$ cat config.mk
export PLATFORM = sky130hd
export DESIGN_NAME = unique_sequential_list_core
export DESIGN_NICKNAME = d
export VERILOG_FILES = /design/src/sv/ulst_pkg.sv /design/src/sv/unique_sequential_list_core.sv /design/src/sv/ulst_ram.sv /design/src/sv/ulst_ctrl.sv
export SDC_FILE = /design/constraint.sdc
export NUM_CORES = 1
export LEC_CHECK = 0
export ABC_AREA = 1
export BUFFER_PORTS_ARGS = -buffer_cell sky130_fd_sc_hd__buf_2
export CELL_PAD_IN_SITES_DETAIL_PLACEMENT = 1
export CELL_PAD_IN_SITES_GLOBAL_PLACEMENT = 2
export CORE_UTILIZATION = 46
export CTS_BUF_LIST = sky130_fd_sc_hd__clkbuf_4 sky130_fd_sc_hd__clkbuf_8
export DETAILED_ROUTE_END_ITERATION = 10
export PLACE_DENSITY_LB_ADDON = 0.1
export SKIP_CTS_REPAIR_TIMING = 1
export SYNTH_ARGS = -nofsm -noshare
export SYNTH_HDL_FRONTEND = slang
export SYNTH_SLANG_ARGS = --single-unit
$ cat constraint.sdc
create_clock -name clk -period 4.28 [get_ports clk]
set_input_delay 1.07 -clock clk [delete_from_list [all_inputs] [get_ports clk]]
set_output_delay 1.07 -clock clk [all_outputs]
set_load 0.02 [all_outputs]
$ cat src/sv/ulst_pkg.sv
// Package for the unique sequential list core.
// Holds the transaction structs, operation and status codes and the sequencer states.
// No dependencies.
package ulst_pkg;

  localparam int MAX_ENTRIES = 16;
  localparam int CAP_W       = 5;

  localparam logic [1:0] OP_INSERT = 2'd0;
  localparam logic [1:0] OP_REMOVE = 2'd1;
  localparam logic [1:0] OP_FIND   = 2'd2;

  localparam logic [2:0] STAT_OK        = 3'd0;
  localparam logic [2:0] STAT_FULL      = 3'd1;
  localparam logic [2:0] STAT_PRESENT   = 3'd2;
  localparam logic [2:0] STAT_EMPTY     = 3'd3;
  localparam logic [2:0] STAT_NOT_FOUND = 3'd4;

  typedef struct packed {
    logic [1:0]         operation;
    logic signed [31:0] value;
  } in_t;

  typedef struct packed {
    logic [2:0] status;
    logic [3:0] position;
    logic [4:0] count;
  } out_t;

  typedef enum logic [1:0] {
    S_IDLE,
    S_SCAN,
    S_SHIFT,
    S_DONE
  } state_t;

endpackage

$ cat src/sv/unique_sequential_list_core.sv
// Top level of the unique sequential list core.
// Holds the capacity register; instantiates ulst_ctrl and ulst_ram. Depends on ulst_pkg.
//
// Keeps a packed list of distinct 32-bit values. A transaction is taken when start is
// high and busy is low: insert, remove or find of in_data.value. Each transaction gives
// exactly one result on out_data, marked by out_strobe for one cycle; the receiver
// cannot stall, so the result must be taken in that cycle.
// A full insert, a remove on an empty list or an unused operation goes straight to
// the result. Find and insert read the slots one by one, one RAM read per slot, with
// a pipelined compare; remove scans to the matching slot, then compacts the slots
// behind it before the result.
// The shared RAM port, one read and one write per cycle, paces these steps; busy
// stays high until the strobe cycle ends, so one transaction is at work at a time.
// cfg_wdata sets the number of slots in use (capacity); write it only while idle.
// Reset empties the list and sets capacity to 16; no clearing pass is run.
module unique_sequential_list_core (
  input  logic                       clk,
  input  logic                       rst_n,
  input  logic                       start,
  output logic                       busy,
  input  ulst_pkg::in_t              in_data,
  output logic                       out_strobe,
  output ulst_pkg::out_t             out_data,
  input  logic                       cfg_we,
  input  logic [ulst_pkg::CAP_W-1:0] cfg_wdata
);
  import ulst_pkg::*;

  localparam int AW = $clog2(MAX_ENTRIES);

  logic [CAP_W-1:0] capacity_r;
  logic [CAP_W-1:0] capacity_nxt;

  logic          ram_we;
  logic [AW-1:0] ram_waddr;
  logic [31:0]   ram_wdata;
  logic [AW-1:0] ram_raddr;
  logic [31:0]   ram_rdata;

  assign capacity_nxt = cfg_we ? cfg_wdata : capacity_r;

  always_ff @(posedge clk) begin
    if (!rst_n) begin
      capacity_r <= CAP_W'(16);
    end else begin
      capacity_r <= capacity_nxt;
    end
  end

  ulst_ctrl u_ctrl (
    .clk       (clk),
    .rst_n     (rst_n),
    .start     (start),
    .busy      (busy),
    .in_data   (in_data),
    .capacity  (capacity_r),
    .out_strobe(out_strobe),
    .out_data  (out_data),
    .ram_we    (ram_we),
    .ram_waddr (ram_waddr),
    .ram_wdata (ram_wdata),
    .ram_raddr (ram_raddr),
    .ram_rdata (ram_rdata)
  );

  ulst_ram #(
    .WIDTH(32),
    .DEPTH(MAX_ENTRIES)
  ) u_ram (
    .clk  (clk),
    .we   (ram_we),
    .waddr(ram_waddr),
    .wdata(ram_wdata),
    .raddr(ram_raddr),
    .rdata(ram_rdata)
  );

endmodule

$ cat src/sv/ulst_ram.sv
// Generic single-write, single-read RAM with registered read data.
// No dependencies.
module ulst_ram #(
  parameter int WIDTH = 32,
  parameter int DEPTH = 16
) (
  input  logic                     clk,
  input  logic                     we,
  input  logic [$clog2(DEPTH)-1:0] waddr,
  input  logic [WIDTH-1:0]         wdata,
  input  logic [$clog2(DEPTH)-1:0] raddr,
  output logic [WIDTH-1:0]         rdata
);

  logic [WIDTH-1:0] mem [DEPTH];
  logic [WIDTH-1:0] rdata_r;

  always_ff @(posedge clk) begin
    if (we) begin
      mem[waddr] <= wdata;
    end
    rdata_r <= mem[raddr];
  end

  assign rdata = rdata_r;

endmodule

$ cat src/sv/ulst_ctrl.sv
// Sequencer and shared compare unit of the unique sequential list core.
// Scans the entry RAM one slot per cycle, appends, and compacts on remove.
// Depends on ulst_pkg.
module ulst_ctrl (
  input  logic                                     clk,
  input  logic                                     rst_n,
  input  logic                                     start,
  output logic                                     busy,
  input  ulst_pkg::in_t                            in_data,
  input  logic [ulst_pkg::CAP_W-1:0]               capacity,
  output logic                                     out_strobe,
  output ulst_pkg::out_t                           out_data,
  output logic                                     ram_we,
  output logic [$clog2(ulst_pkg::MAX_ENTRIES)-1:0] ram_waddr,
  output logic [31:0]                              ram_wdata,
  output logic [$clog2(ulst_pkg::MAX_ENTRIES)-1:0] ram_raddr,
  input  logic [31:0]                              ram_rdata
);
  import ulst_pkg::*;

  localparam int AW = $clog2(MAX_ENTRIES);
  localparam int CW = $clog2(MAX_ENTRIES + 1);
  localparam int KW = (CW > CAP_W) ? CW : CAP_W;

  state_t      state_r, state_nxt;
  logic [1:0]  op_r, op_nxt;
  logic [31:0] val_r, val_nxt;
  logic [CW-1:0] idx_r, idx_nxt;
  logic        pend_r, pend_nxt;
  logic [AW-1:0] cmp_r, cmp_nxt;
  logic [AW-1:0] pos_r, pos_nxt;
  logic [2:0]  stat_r, stat_nxt;
  logic [CW-1:0] count_r, count_nxt;

  logic          issue;
  logic          hit;
  logic          drained;
  logic          full;
  logic [AW-1:0] shift_addr;

  assign issue      = (idx_r < count_r);
  assign hit        = pend_r && (ram_rdata == val_r);
  assign drained    = !issue && !pend_r;
  assign full       = (KW'(count_r) >= KW'(capacity)) || (count_r == CW'(MAX_ENTRIES));
  assign shift_addr = cmp_r - AW'(1);

  always_ff @(posedge clk) begin
    if (!rst_n) begin
      state_r <= S_IDLE;
      count_r <= '0;
      pend_r  <= 1'b0;
    end else begin
      state_r <= state_nxt;
      count_r <= count_nxt;
      pend_r  <= pend_nxt;
    end
    op_r   <= op_nxt;
    val_r  <= val_nxt;
    idx_r  <= idx_nxt;
    cmp_r  <= cmp_nxt;
    pos_r  <= pos_nxt;
    stat_r <= stat_nxt;
  end

  // next state
  always_comb begin
    state_nxt = state_r;
    op_nxt    = op_r;
    val_nxt   = val_r;
    idx_nxt   = idx_r;
    pend_nxt  = pend_r;
    cmp_nxt   = cmp_r;
    pos_nxt   = pos_r;
    stat_nxt  = stat_r;
    count_nxt = count_r;
    case (state_r)
      S_IDLE: begin
        if (start) begin
          op_nxt   = in_data.operation;
          val_nxt  = in_data.value;
          idx_nxt  = '0;
          pend_nxt = 1'b0;
          pos_nxt  = '0;
          if (in_data.operation == OP_INSERT && full) begin
            stat_nxt  = STAT_FULL;
            state_nxt = S_DONE;
          end else if (in_data.operation == OP_REMOVE && count_r == '0) begin
            stat_nxt  = STAT_EMPTY;
            state_nxt = S_DONE;
          end else if (in_data.operation != OP_INSERT && in_data.operation != OP_REMOVE &&
                       in_data.operation != OP_FIND) begin
            stat_nxt  = STAT_NOT_FOUND;
            state_nxt = S_DONE;
          end else begin
            state_nxt = S_SCAN;
          end
        end
      end
      S_SCAN: begin
        if (hit) begin
          pos_nxt = cmp_r;
          case (op_r)
            OP_INSERT: begin
              stat_nxt  = STAT_PRESENT;
              state_nxt = S_DONE;
            end
            OP_REMOVE: begin
              idx_nxt   = CW'(cmp_r) + CW'(1);
              pend_nxt  = 1'b0;
              state_nxt = S_SHIFT;
            end
            default: begin
              stat_nxt  = STAT_OK;
              state_nxt = S_DONE;
            end
          endcase
        end else if (drained) begin
          if (op_r == OP_INSERT) begin
            stat_nxt  = STAT_OK;
            pos_nxt   = count_r[AW-1:0];
            count_nxt = count_r + CW'(1);
          end else begin
            stat_nxt  = STAT_NOT_FOUND;
          end
          state_nxt = S_DONE;
        end else begin
          pend_nxt = issue;
          cmp_nxt  = idx_r[AW-1:0];
          if (issue) begin
            idx_nxt = idx_r + CW'(1);
          end
        end
      end
      S_SHIFT: begin
        if (drained) begin
          stat_nxt  = STAT_OK;
          count_nxt = count_r - CW'(1);
          state_nxt = S_DONE;
        end else begin
          pend_nxt = issue;
          cmp_nxt  = idx_r[AW-1:0];
          if (issue) begin
            idx_nxt = idx_r + CW'(1);
          end
        end
      end
      S_DONE: begin
        state_nxt = S_IDLE;
      end
      default: begin
        state_nxt = S_IDLE;
      end
    endcase
  end

  // outputs
  always_comb begin
    busy              = (state_r != S_IDLE);
    out_strobe        = (state_r == S_DONE);
    out_data.status   = stat_r;
    out_data.position = 4'(pos_r);
    out_data.count    = 5'(count_r);
    ram_raddr         = idx_r[AW-1:0];
    ram_we            = 1'b0;
    ram_waddr         = count_r[AW-1:0];
    ram_wdata         = val_r;
    case (state_r)
      S_SCAN: begin
        ram_we = !hit && drained && (op_r == OP_INSERT);
      end
      S_SHIFT: begin
        ram_we    = pend_r;
        ram_waddr = shift_addr;
        ram_wdata = ram_rdata;
      end
      default: begin
        ram_we = 1'b0;
      end
    endcase
  end

endmodule
==> reports/results.txt <==
outcome = finished clean
Syn Area/Cell = 12.5 sq um
critical path endpoint category = flip-flop
initial antenna violation count = 2
DR iter-0 viols = 1,167
post-synthesis mux area share = 0.0494
Pre-Repair DR Iteration Count = 5
Yosys reg bits = 607
synth warn = 0
vias per cell = 5.41
crit start category = flip-flop
Slew HR = 0.0825
max-cap violation count = 0
kind of critical path = reg2reg
Worst Hold Class = reg2reg
worst-margin pin slew = 1.37 ns
global placement routability congestion = 0.840
final worst clock skew = 0.0227 ns
Synth area leaders = edfxtp_1 65%, mux2i_1 4.9%, nand2_1 3.8%
Max Slew Vio Count = 0
DRC viols = 0
Synth Area in XOR/XNOR = 0.00507
top cell type's share of synthesized area = 0.651
Clock Tree Buf Depth = 3
pwr/cell area = 700 mW/mm^2
# port buffers = 56
share of layout cells above drive strength 1 = 0.154
post-synth cell types = 45
number of flops mapped to enable cells by yosys = 562
adder-cell share of the synthesized area = 0.0104
Nets = 2,251
vias in the first global route = 16,900
Die Y = 239 microns
Area growth syn-to-layout = 12.9%
CTS tree = yes
Highest Clock Rate = 0.305 GHz
Post-synth ARST share = 0
Die ar. = 0.0573 sq mm
Die W = 239 microns
antenna viol nets, final = 0
Total Wirelength = 71,700 microns
net count after synthesis = 2,133
worst-path maximum fanout = 17
post-DR wirelength/cell = 23.7 microns
Primary FF master, synth = edfxtp_1
Worst-Skew Late Latency = 0.71 ns
commonest non-fill, non-tap cell in the layout = edfxtp_1
CTS sink cnt = 607
total negative slack = 0 ns
global-route wire length before repair = 107,000 microns
sequential area share after synthesis = 0.686
Data arrival, critical path = 3.66 ns
part of the cycle the worst path needs = 0.767
cell taking the most area after synthesis = edfxtp_1
overall routing resource usage = 0.255
largest net degree at the start of global routing = 175
simple-gate share of the synthesized area = 0.0734
final setup fails = 0
worst vdd ir = 0.460 mV
worst hold slack = 0.488 ns
main combinational cell family by area after synthesis = compound AO/OA/AOI/OAI gates
fin crit period = 3.28 ns
CP Data Required Time = 4.66 ns
final count of hold timing violations = 0
IO Pins = 57
Root Buffer = clkbuf_8
post-route setup slack = 0.997 ns
Place WS = 1.00 ns
clock slew at reported path FFs = 0.06 ns
Row Count = 86
CTS Buf Count = 102
H-Tree Level Count = 3
Netlist Area Pre-Place = 0.0259 sq mm
P_leak = 0.0108 uW
Remaining Overflow, GRT = 0
Initial Utilization = 0.468
most frequent cells in the layout = 562 x edfxtp_1, 260 x nand2_1, 239 x inv_1
Post-DP HPWL = 45,100 microns
RSZ-0062 raised after global routing = false
core region area = 0.0554 sq mm
post-synthesis compound-gate area fraction = 0.112
Post-Synthesis Cells = 2,069
via count = 16,400
==> state kept, by name, indices dropped and copies added, names as in the netlist <==
| name | count |
|---|---|
| u_ram.mem | 512 |
| u_ctrl.val_r | 32 |
| u_ram.rdata | 32 |
| capacity_r | 5 |
| u_ctrl.count_r | 5 |
| u_ctrl.idx_r | 5 |
| u_ctrl.cmp_r | 4 |
| u_ctrl.pos_r | 4 |
| u_ctrl.stat_r | 3 |
| u_ctrl.op_r | 2 |
| u_ctrl.state_r | 2 |
| u_ctrl.pend_r | 1 |
==> cell usage after synthesis (8+ instances only) <==
cell type and number:
edfxtp_1 562, mux2i_1 128, a21oi_1 147, buf_6 16, buf_2 21, ha_1 20
o21ai_0 175, xor2_1 9, inv_1 241, nand2_1 260, nand3_1 49, o21ai_1 39
o211ai_1 124, dfxtp_1 45, clkbuf_1 46, nor2_1 79, nand4_1 19, nor3_1 8
==> through the flow <==
step,util,area (sq um),power (uW),instances
final,0.528,29300,20500,3024
after global routing,0.528,29300,21600,3023
after CTS,0.528,29200,20600,3022
after detailed placement,0.490,27100,15300,2831
after global placement,0.490,27100,15100,2831
after floorplan,-,25900,12800,2069
==> layout make-up <==
class                      count  area (sq um)
clock buffer                 165          1910
sequential                   607         17800
antenna                        2          5.00
inverter                     249           937
timing repair buffer         118           896
tap                          748           936
multi-input combinational   1109          6600
fill                        5656         26200
clock inverter                26           196
==> where the power goes <==
part	total (uW)	internal [uW]	switching (uW)
clock network	5280	2940	2340
registers	8190	7770	426
logic	7000	1960	5040
==> per-layer routing <==
| metal | global-route usage | up-vias | part of all wire |
|---|---|---|---|
| li1 | - | 7658 | - |
| met1 | 0.358 | 8234 | 0.46 |
| met2 | 0.407 | 382 | 0.47 |
| met3 | 0.0434 | 98 | 0.048 |
| met5 | 0 | - | 0 |
| met4 | 0.0732 | 0 | 0.019 |
==> cell families (layout without fill, tap and decap cells) <==
group,Yosys count,in the layout
buffers and inverters,353,558
DFF,607,607
other,0,2
and+or+nand+nor,443,443
AOI/OAI and AO/OA,502,502
adders and majority gates,21,21
xor gates and xnor gates,15,15
muxes,128,128
==> path summary, 6_finish.rpt <==
check                                                     from                         end  slack, ns  depth (start not counted)
worst min-delay path                capacity_r[3]$_SDFFE_PN0P_  capacity_r[3]$_SDFFE_PN0P_       0.49                          2
worst max-delay path            u_ctrl.state_r[0]$_SDFFE_PN0N_  u_ram.mem[8][16]$_DFFE_PP_        1.0                          8
worst min register to register      capacity_r[3]$_SDFFE_PN0P_  capacity_r[3]$_SDFFE_PN0P_       0.49                          2
worst max register to register  u_ctrl.state_r[0]$_SDFFE_PN0N_  u_ram.mem[8][16]$_DFFE_PP_        1.0                          8
==> critical path: stages (launching register included) <==
cell and delay, ns:
dfxtp_1 0.38, inv_1 0.12, ha_1 0.54, inv_1 0.20, nor3_1 0.29, a32o_2 0.30, nand2_2 0.19, nor2_4 0.52
buf_4 0.38
Power figures use the tool's default switching activity.
